[src/smf_pkg.sv]
// Shared types and defaults for the sliding-window median filter.
// No dependencies; used by smf_cell and sliding_median_filter.
package smf_pkg;

  localparam int unsigned DefaultWindow     = 8;
  localparam int unsigned DefaultSampleBits = 12;

  // Control handed between neighboring cells.
  typedef struct packed {
    logic gt;        // cell value is greater than the incoming sample
    logic del_thru;  // the oldest entry sits in this cell or to its left
  } smf_ctrl_t;

endpackage

[src/smf_cell.sv]
// One cell of the sorted window: a sample value and its age.
// Depends on smf_pkg for the neighbor control struct.
module smf_cell
  import smf_pkg::*;
#(
  parameter int unsigned WINDOW      = DefaultWindow,
  parameter int unsigned SAMPLE_BITS = DefaultSampleBits,
  parameter int unsigned RESET_AGE   = 0,
  localparam int unsigned AW         = $clog2(WINDOW)
) (
  input  logic                   clk_i,
  input  logic                   rst_ni,
  input  logic                   en_i,
  input  logic [SAMPLE_BITS-1:0] sample_i,
  input  logic [SAMPLE_BITS-1:0] left_val_i,
  input  logic [AW-1:0]          left_age_i,
  input  smf_ctrl_t              left_ctrl_i,
  input  logic [SAMPLE_BITS-1:0] right_val_i,
  input  logic [AW-1:0]          right_age_i,
  input  smf_ctrl_t              right_ctrl_i,
  output logic [SAMPLE_BITS-1:0] val_o,
  output logic [AW-1:0]          age_o,
  output smf_ctrl_t              ctrl_o,
  output logic [SAMPLE_BITS-1:0] val_d_o
);

  logic [SAMPLE_BITS-1:0] val_q, val_d;
  logic [AW-1:0]          age_q, age_d;
  logic                   oldest;

  assign oldest          = (age_q == AW'(WINDOW - 1));
  assign ctrl_o.gt       = (val_q > sample_i);
  assign ctrl_o.del_thru = left_ctrl_i.del_thru | oldest;

  // Oldest entry removed, sample inserted; data moves at most one cell.
  always_comb begin
    val_d = val_q;
    age_d = age_q + AW'(1);
    if (!left_ctrl_i.del_thru && !oldest) begin
      // removal happens to the right
      if (ctrl_o.gt) begin
        if (left_ctrl_i.gt) begin
          val_d = left_val_i;
          age_d = left_age_i + AW'(1);
        end else begin
          val_d = sample_i;
          age_d = '0;
        end
      end
    end else begin
      // removal here or to the left: the row closes up from the right
      if (!right_ctrl_i.gt) begin
        val_d = right_val_i;
        age_d = right_age_i + AW'(1);
      end else if (oldest ? !left_ctrl_i.gt : !ctrl_o.gt) begin
        val_d = sample_i;
        age_d = '0;
      end else if (oldest) begin
        val_d = left_val_i;
        age_d = left_age_i + AW'(1);
      end
    end
  end

  always_ff @(posedge clk_i or negedge rst_ni) begin
    if (!rst_ni) begin
      val_q <= '0;
      age_q <= AW'(RESET_AGE);
    end else if (en_i) begin
      val_q <= val_d;
      age_q <= age_d;
    end
  end

  assign val_o   = val_q;
  assign age_o   = age_q;
  assign val_d_o = val_d;

endmodule

[src/sliding_median_filter.sv]
// Top level of the sliding-window median filter: a sorted row of cells.
// Depends on smf_pkg and smf_cell.
//
// Sliding-window median filter. Each accepted sample replaces the oldest of the
// last WINDOW samples and the block answers with element WINDOW>>1 of the window
// in ascending order (the true median for odd WINDOW, the upper middle value for
// even WINDOW). The window is kept permanently sorted in a row of WINDOW cells,
// each holding one sample and its age; on a transaction the oldest entry drops
// out and the new sample slides into place, every cell taking its own value or a
// neighbor's. The window starts as all zeros, so the first WINDOW-1 results
// count those zeros. Throughput is one sample per clock while the receiver
// keeps up; the result is written to an output register as the sample is
// taken. The next sample is accepted in the same cycle the waiting result is
// taken; while a result sits unread, the input stalls. The critical path is the
// compare against the new sample plus the ripple of the
// "oldest entry seen" flag along the cell row, which grows linearly with WINDOW.
module sliding_median_filter
  import smf_pkg::*;
#(
  parameter int unsigned WINDOW      = DefaultWindow,
  parameter int unsigned SAMPLE_BITS = DefaultSampleBits
) (
  input  logic                   clk_i,
  input  logic                   rst_ni,
  input  logic                   in_valid_i,
  output logic                   in_ready_o,
  input  logic [SAMPLE_BITS-1:0] sample_i,
  output logic                   out_valid_o,
  input  logic                   out_ready_i,
  output logic [SAMPLE_BITS-1:0] median_value_o
);

  localparam int unsigned AW  = $clog2(WINDOW);
  localparam int unsigned MID = WINDOW >> 1;

  logic                   accept;
  logic                   out_valid_q;
  logic [SAMPLE_BITS-1:0] median_q;

  logic [SAMPLE_BITS-1:0] val   [WINDOW];
  logic [SAMPLE_BITS-1:0] val_d [WINDOW];
  logic [AW-1:0]          age   [WINDOW];
  smf_ctrl_t              ctrl  [WINDOW];

  // Output register frees the input side whenever it is empty or being drained.
  assign in_ready_o = !out_valid_q || out_ready_i;
  assign accept     = in_valid_i && in_ready_o;

  for (genvar i = 0; i < WINDOW; i++) begin : g_cell
    logic [SAMPLE_BITS-1:0] lv, rv;
    logic [AW-1:0]          la, ra;
    smf_ctrl_t              lc, rc;

    // Row ends: minus infinity on the left, plus infinity on the right.
    if (i == 0) begin : g_left_end
      assign lv = '0;
      assign la = '0;
      assign lc = '{gt: 1'b0, del_thru: 1'b0};
    end else begin : g_left
      assign lv = val[i-1];
      assign la = age[i-1];
      assign lc = ctrl[i-1];
    end
    if (i == WINDOW - 1) begin : g_right_end
      assign rv = '0;
      assign ra = '0;
      assign rc = '{gt: 1'b1, del_thru: 1'b1};
    end else begin : g_right
      assign rv = val[i+1];
      assign ra = age[i+1];
      assign rc = ctrl[i+1];
    end

    smf_cell #(
      .WINDOW      (WINDOW),
      .SAMPLE_BITS (SAMPLE_BITS),
      .RESET_AGE   (i)
    ) u_cell (
      .clk_i        (clk_i),
      .rst_ni       (rst_ni),
      .en_i         (accept),
      .sample_i     (sample_i),
      .left_val_i   (lv),
      .left_age_i   (la),
      .left_ctrl_i  (lc),
      .right_val_i  (rv),
      .right_age_i  (ra),
      .right_ctrl_i (rc),
      .val_o        (val[i]),
      .age_o        (age[i]),
      .ctrl_o       (ctrl[i]),
      .val_d_o      (val_d[i])
    );
  end

  // Median is the middle cell after this transaction's update.
  always_ff @(posedge clk_i or negedge rst_ni) begin
    if (!rst_ni) begin
      out_valid_q <= 1'b0;
    end else if (accept) begin
      out_valid_q <= 1'b1;
    end else if (out_ready_i) begin
      out_valid_q <= 1'b0;
    end
  end

  always_ff @(posedge clk_i) begin
    if (accept) begin
      median_q <= val_d[MID];
    end
  end

  assign out_valid_o    = out_valid_q;
  assign median_value_o = median_q;

  // Checks on the cell row.
  logic [WINDOW-1:0] oldest_vec;
  logic [WINDOW-1:0] sorted_ok;

  for (genvar k = 0; k < WINDOW; k++) begin : g_chk
    assign oldest_vec[k] = (age[k] == AW'(WINDOW - 1));
    if (k == 0) begin : g_first
      assign sorted_ok[k] = 1'b1;
    end else begin : g_rest
      assign sorted_ok[k] = (val[k-1] <= val[k]);
    end
  end

  a_one_oldest : assert property (@(posedge clk_i) disable iff (!rst_ni)
    $onehot(oldest_vec))
    else $error("cell row must hold exactly one oldest entry");

  a_sorted : assert property (@(posedge clk_i) disable iff (!rst_ni)
    &sorted_ok)
    else $error("cell row lost ascending order");

  a_stall_only_full : assert property (@(posedge clk_i) disable iff (!rst_ni)
    !in_ready_o |-> out_valid_q)
    else $error("input stalled with empty output register");

  a_result_follows : assert property (@(posedge clk_i) disable iff (!rst_ni)
    accept |=> out_valid_q)
    else $error("accepted sample produced no result");

endmodule

[config.mk]
export PLATFORM = sky130hd
export DESIGN_NAME = sliding_median_filter
export DESIGN_NICKNAME = d
export VERILOG_FILES = /design/src/smf_pkg.sv /design/src/smf_cell.sv /design/src/sliding_median_filter.sv
export SDC_FILE = /design/constraint.sdc
export NUM_CORES = 1
export LEC_CHECK = 0
export ABC_AREA = 1
export BUFFER_PORTS_ARGS = -buffer_cell sky130_fd_sc_hd__buf_2
export CAP_MARGIN = 10
export CORE_MARGIN = 8
export CORE_UTILIZATION = 50
export CTS_CLUSTER_SIZE = 25
export DETAILED_ROUTE_END_ITERATION = 6
export GPL_TIMING_DRIVEN = 0
export HOLD_SLACK_MARGIN = 0.12
export PLACE_DENSITY = 0.66
export SLEW_MARGIN = 20
export SYNTH_ARGS = -nofsm -noshare
export SYNTH_HDL_FRONTEND = slang
export SYNTH_SLANG_ARGS = --single-unit
[constraint.sdc]
create_clock -name clk_i -period 3.7 [get_ports clk_i]
set_clock_uncertainty 0.05 [all_clocks]
set_input_delay 0.37 -clock clk_i [delete_from_list [all_inputs] [get_ports clk_i]]
set_output_delay 0.37 -clock clk_i [all_outputs]
set_load 0.02 [all_outputs]
After elaboration in Yosys (flattened, before gate mapping) --
Index checks and enable logic that the tools add are counted.
Word-level totals: flip-flop bits (word level) 133, input port bits 16, output and inout port bits 14, logic and storage cells 201
Operators by class: $add $sub $neg 8, magnitude comparators 8, equal/unequal tests 19, mux-type cells 100, bitwise operators 6, reduce and logical (&&, ||, !) cells 42
Operators with widths (number):
- $mux W12 | 45
- $mux W3 | 44
- $gt A12 B12 Y1 | 8
- $add A3 B1 Y3 const B | 8
- $eq A3 B3 Y1 const B | 8
- $logic_not A1 Y1 | 23
- $ne A4 B4 Y1 const B | 5
- $reduce_and A3 Y1 | 6
- $ne A2 B2 Y1 const B | 6
- $mux W1 | 11
- $logic_and A1 B1 Y1 | 8
- $or A1 B1 Y1 | 6
- $reduce_bool A2 Y1 | 2
- $reduce_bool A3 Y1 | 1
- $reduce_and A2 Y1 | 1
- $logic_or A1 B1 Y1 | 1

Longest topological paths before layout --
depth after elaboration 11, depth in mapped cells 18

Modules after synthesis --
From an unflattened synthesis, not the netlist that was laid out.
Second synthesis, totals: cell total of the unflattened synthesis 2644, area, all modules 16449.5 um^2
By module, submodules not included:
- smf_cell (g_cell[1].u_cell ...) | times used 3, cells each 327, area an instance 2005.7 um^2, sequential area each 376.6 um^2
- smf_cell (g_cell[3].u_cell) | times used 1, cells each 331, area an instance 2010.7 um^2, sequential area each 377.9 um^2
- smf_cell (g_cell[7].u_cell) | times used 1, cells each 327, area an instance 2008.2 um^2, sequential area each 379.1 um^2
- smf_cell (g_cell[5].u_cell) | times used 1, cells each 327, area an instance 2006.9 um^2, sequential area each 377.9 um^2
- smf_cell (g_cell[6].u_cell) | times used 1, cells each 329, area an instance 1998.2 um^2, sequential area each 377.9 um^2
- smf_cell (g_cell[0].u_cell) | times used 1, cells each 329, area an instance 1995.7 um^2, sequential area each 375.4 um^2
- sliding_median_filter | times used 1, cells each 20, area an instance 412.9 um^2, sequential area each 385.4 um^2

Worst setup path after synthesis --
OpenSTA, ideal clock, no wires.
path kind input port to flip-flop, start input port sample_i[11], end register median_q[0] (netlist: median_value_o[0]), data pin, setup time 0.255 ns, arrival time 2.486 ns, required time 3.395 ns, slack 0.909 ns, cell stages on the path 14, path through inv_1 > clkbuf_1 > ha_1 > nand2_1 > nor2_1 > and2_1 > nand2_1 > nand3_1 > nand2_1 > clkbuf_1 > a21oi_1 > o21ai_0 > nand3_1 > and2_1
On the way: cells in the longest elaborated chain, start to end 6
RTL lines:
- from (decl) | line sliding_median_filter.sv:27 | input logic [SAMPLE_BITS-1:0] sample_i,
- $gt A12 B12 Y1 | line smf_cell.sv:32 | assign ctrl_o.gt = (val_q > sample_i);
- $logic_not A1 Y1 | line smf_cell.sv:55 | end else if (oldest ? !left_ctrl_i.gt : !ctrl_o.gt) begin
- $mux W1 | line smf_cell.sv:55
- $mux W12 | line smf_cell.sv:55
- $mux W12 | line smf_cell.sv:52 | if (!right_ctrl_i.gt) begin
- $mux W12 (*) | line smf_cell.sv:39 | if (!left_ctrl_i.del_thru && !oldest) begin
- via g_cell[4].u_cell.val_d_o[0] | line smf_cell.sv:24 | output logic [SAMPLE_BITS-1:0] val_d_o
- to (signal assigned) | line sliding_median_filter.sv:109 | median_q <= val_d[MID];
- to (decl) | line sliding_median_filter.sv:38 | logic [SAMPLE_BITS-1:0] median_q;
Mark *: on every way through the listed nets, which the timed path passes. The rest lies on a longest branch. A chain may end at the register's enable or synchronous reset.

Worst setup path in the final report --
start input port sample_i[6], end register median_q[11] (netlist: median_value_o[11]), data pin
The elaborated chain is that of the path after synthesis.

==> impl_results.md <==
- Pwr Density: roughly 1000 nW/um^2
- Placed instance area: 13,300 um^2
- Row cnt: 58
- Synth Instances: just over 2,000
- Vias in the first global route: 14,100
- Largest net degree at the start of global routing: 72
- Layout cells sized above 1: 0.0704
- Cells on worst reg2reg path: 13
- Dpl hpwl: 37.9 mm
- FF+latch count, synth: roughly 130
- Gpl congestion: a little over 1
- Dominant cells by area after synthesis: dfrtp_1, nand2_1, ha_1
- Design Power: around 14 mW
- Setup violators final: 0
- Fin crit share: 0.956
- Setup TNS: 0 ns
- Initial antenna violation count: 0
- Post-route ant nets: 0
- Yosys top cell area share: 0.214
- WL per Instance: between 20 and 25 um
- Global route total overflow: 0
- Core ar.: between 20,000 and 30,000 um^2
- Layout fillers: ~2,700
- Crit path capture type: register
- DR vias/cell: around 6.0
- Syn avg cell area: approximately 6.2 um^2
- Io pins: 30
- Post-CTS setup buffer count: 0
- Unrepaired setup endpoints after global routing: no
- Failing checks: DRC
- Crit path to: median_value_o[11]
- Max Clk Rate: 283 MHz
- Distinct cells, synth: 35
- Final Hold Vio Count: 0
- Worst skew pair latency: ~0.44 ns
- Finished Core Util: 0.559
- Full die area: 30,800 um^2
- First-pass GRT wire length: approximately 79 mm
- Nets: 2,230
- Relative slew slack: 0.374
- Max Cap Violations: 0
- Reg clk slew, reported paths: around 0.070 ns
- Final WL: around 52 mm
- Leading area contributor after synthesis: dfrtp_1
- CTS Buf Count: 17
- Via count: roughly 15,000
- Crit Path Max Fanout: 17
- Hold Crit Class: input port to register
- Worst vdd ir: around 0.41 mV
- Worst reg2reg endpoint: median_value_o[7]
- Post-synth EDFFs: 12
- Required @ worst endpoint: just under 4 ns
- Diode count: 0
- TritonCTS clock tree: yes
- Worst setup path start: sample_i[6]
- Hold_ws: about 0.19 ns
- Sequential share of the synthesized area: 0.267
- Minimum clock period: roughly 3.5 ns
- Chip height: ~180 um
- Number of remaining DRC errors: 3
- Initial Util: 0.507
- Reg2reg start: g_cell[3].u_cell.val_o[11]
- First drt pass iteration count: 7
- Clk root buf: clkbuf_16
- Synth Cell Area: approximately 13,000 um^2
- Area grow syn2layout: 10.3%
- Outcome: complete, but fails checks
- Yosys Warn Count: 0
- Clock H-tree levels: 4
- Post-synth ARST share: 0.910
- Clk sink count: ~130
- P_leak: 7.44 nW
- Mapped Nets: 2,180
- Total track usage: 0.335
- WS Path Type: input port to register
- IO Port Bufs: 29
- Worst-margin pin slew: around 0.94 ns
- CP startpoint kind: input port
- Clk buf depth: 2
- Top FF cell, synth: dfrtp_1
- Final Slew Violations: 0
- Reg2Reg Setup Slack: roughly 0.63 ns
- Post-route design area: 14,000 um^2
- Die X: about 180 um
- Arr. time, crit path: around 3.8 ns
- Drt initial violations: around 1,600
-- critical path: stages --
cell,delay [ns]
buf_2,0.09
inv_1,0.47
clkbuf_4,0.54
ha_1,0.30
nand2_1,0.08
nor2_1,0.07
and2_1,0.15
nand2_1,0.06
nand3_1,0.19
nand2_1,0.29
clkbuf_1,0.52
nand2_1,0.32
nand3_1,0.18
and2_1,0.15
-- registers in the layout (all words and copies together), names as in the netlist --
register,count
g_cell.u_cell.age_o,24
g_cell.u_cell.val_o,96
median_value_o,12
out_valid_o,1
-- cells in the final DEF (no fill, tap or decap), types with 4 or more instances in the layout --
cell type	netlist	layout
clkbuf_1	66	54
ha_1	112	112
nand2_1	641	641
o21ai_1	8	8
nor2_2	6	6
inv_6	0	4
nor3_1	7	7
clkbuf_16	0	17
bufinv_16	0	5
clkbuf_4	0	10
nand3_1	258	258
dfstp_2	12	12
o211ai_1	12	12
and2_1	14	14
o21ai_0	134	134
buf_2	25	53
nand4_1	9	9
a21o_1	7	7
nor2_1	139	139
a21oi_1	213	213
inv_2	7	7
inv_1	217	217
dfrtp_1	109	109
edfxtp_1	12	12
buf_4	4	4
buf_1	12	12
a21oi_2	6	6
-- cells by family after synthesis --
kind of cell | synth area share
adders and majority gates | 0.110
DFF | 0.267
AOI/OAI and AO/OA | 0.159
buffers and inverters | 0.105
and+or+nand+nor | 0.359
-- report_power, final --
group	internal, mW	switching (mW)	total (mW)
clock network	1.22	0.814	2.03
registers	2.24	0.984	3.23
logic	2.95	6.09	9.04
total	6.41	7.89	14.3
-- worst min path at each step --
stage	start	to	slack [ns]	depth (start not counted)
final	out_ready_i	out_valid_o	0.19	4
after global routing	out_ready_i	out_valid_o	0.21	4
after CTS	out_ready_i	out_valid_o	0.18	4
after detailed placement	rst_ni	g_cell[0].u_cell.val_o[1]	0.26	1
after global placement	g_cell[6].u_cell.age_o[2]	g_cell[6].u_cell.age_o[2]	0.41	2
after floorplan	rst_ni	g_cell[0].u_cell.age_o[0]	0.02	0
-- Yosys cell counts, types with 4 or more instances --
library cell,n
nand2_1,641
nand3_1,258
inv_1,217
a21oi_1,213
nor2_1,139
o21ai_0,134
ha_1,112
dfrtp_1,109
clkbuf_1,66
buf_2,25
and2_1,14
buf_1,12
dfstp_2,12
edfxtp_1,12
o211ai_1,12
nand4_1,9
o21ai_1,8
a21o_1,7
inv_2,7
nor3_1,7
a21oi_2,6
nor2_2,6
buf_4,4
-- cell type report --
class                           instances  area [um^2]  share of cell area
Sequential cell                       133         3400               0.242
Buffer                                110          522              0.0372
Timing Repair Buffer                   31          193              0.0137
Inverter                              226          850              0.0605
Tap cell                              330          413              0.0294
Clock buffer                           17          425              0.0303
Clock inverter                         15          241              0.0172
Multi-Input combinational cell       1583         7990               0.569
-- layer usage --
layer / vias up / part of all wire / GRT usage
met5: - / 0 / 0
met4: 0 / 0.050 / 0.164
met3: 189 / 0.086 / 0.0679
met2: 749 / 0.46 / 0.554
met1: 6847 / 0.40 / 0.410
li1: 6810 / - / -
-- stage by stage --
step,setup slack (ns),instances
2_1_floorplan,0.909,2052
3_3_place_gp,-0.868,2411
3_5_place_dp,-0.235,2412
4_1_cts,0.214,2445
5_1_grt,0.0498,2445
6_report,0.161,2445
-- repair_timing --
action / CTS / global route
hold buffers: 1 / 0
gates resized for setup: 0 / 20
setup endpoints to repair: 0 / 6
endpoints found under the hold margin: 46 / 0
Note: power is estimated with default switching activity, not from simulation.
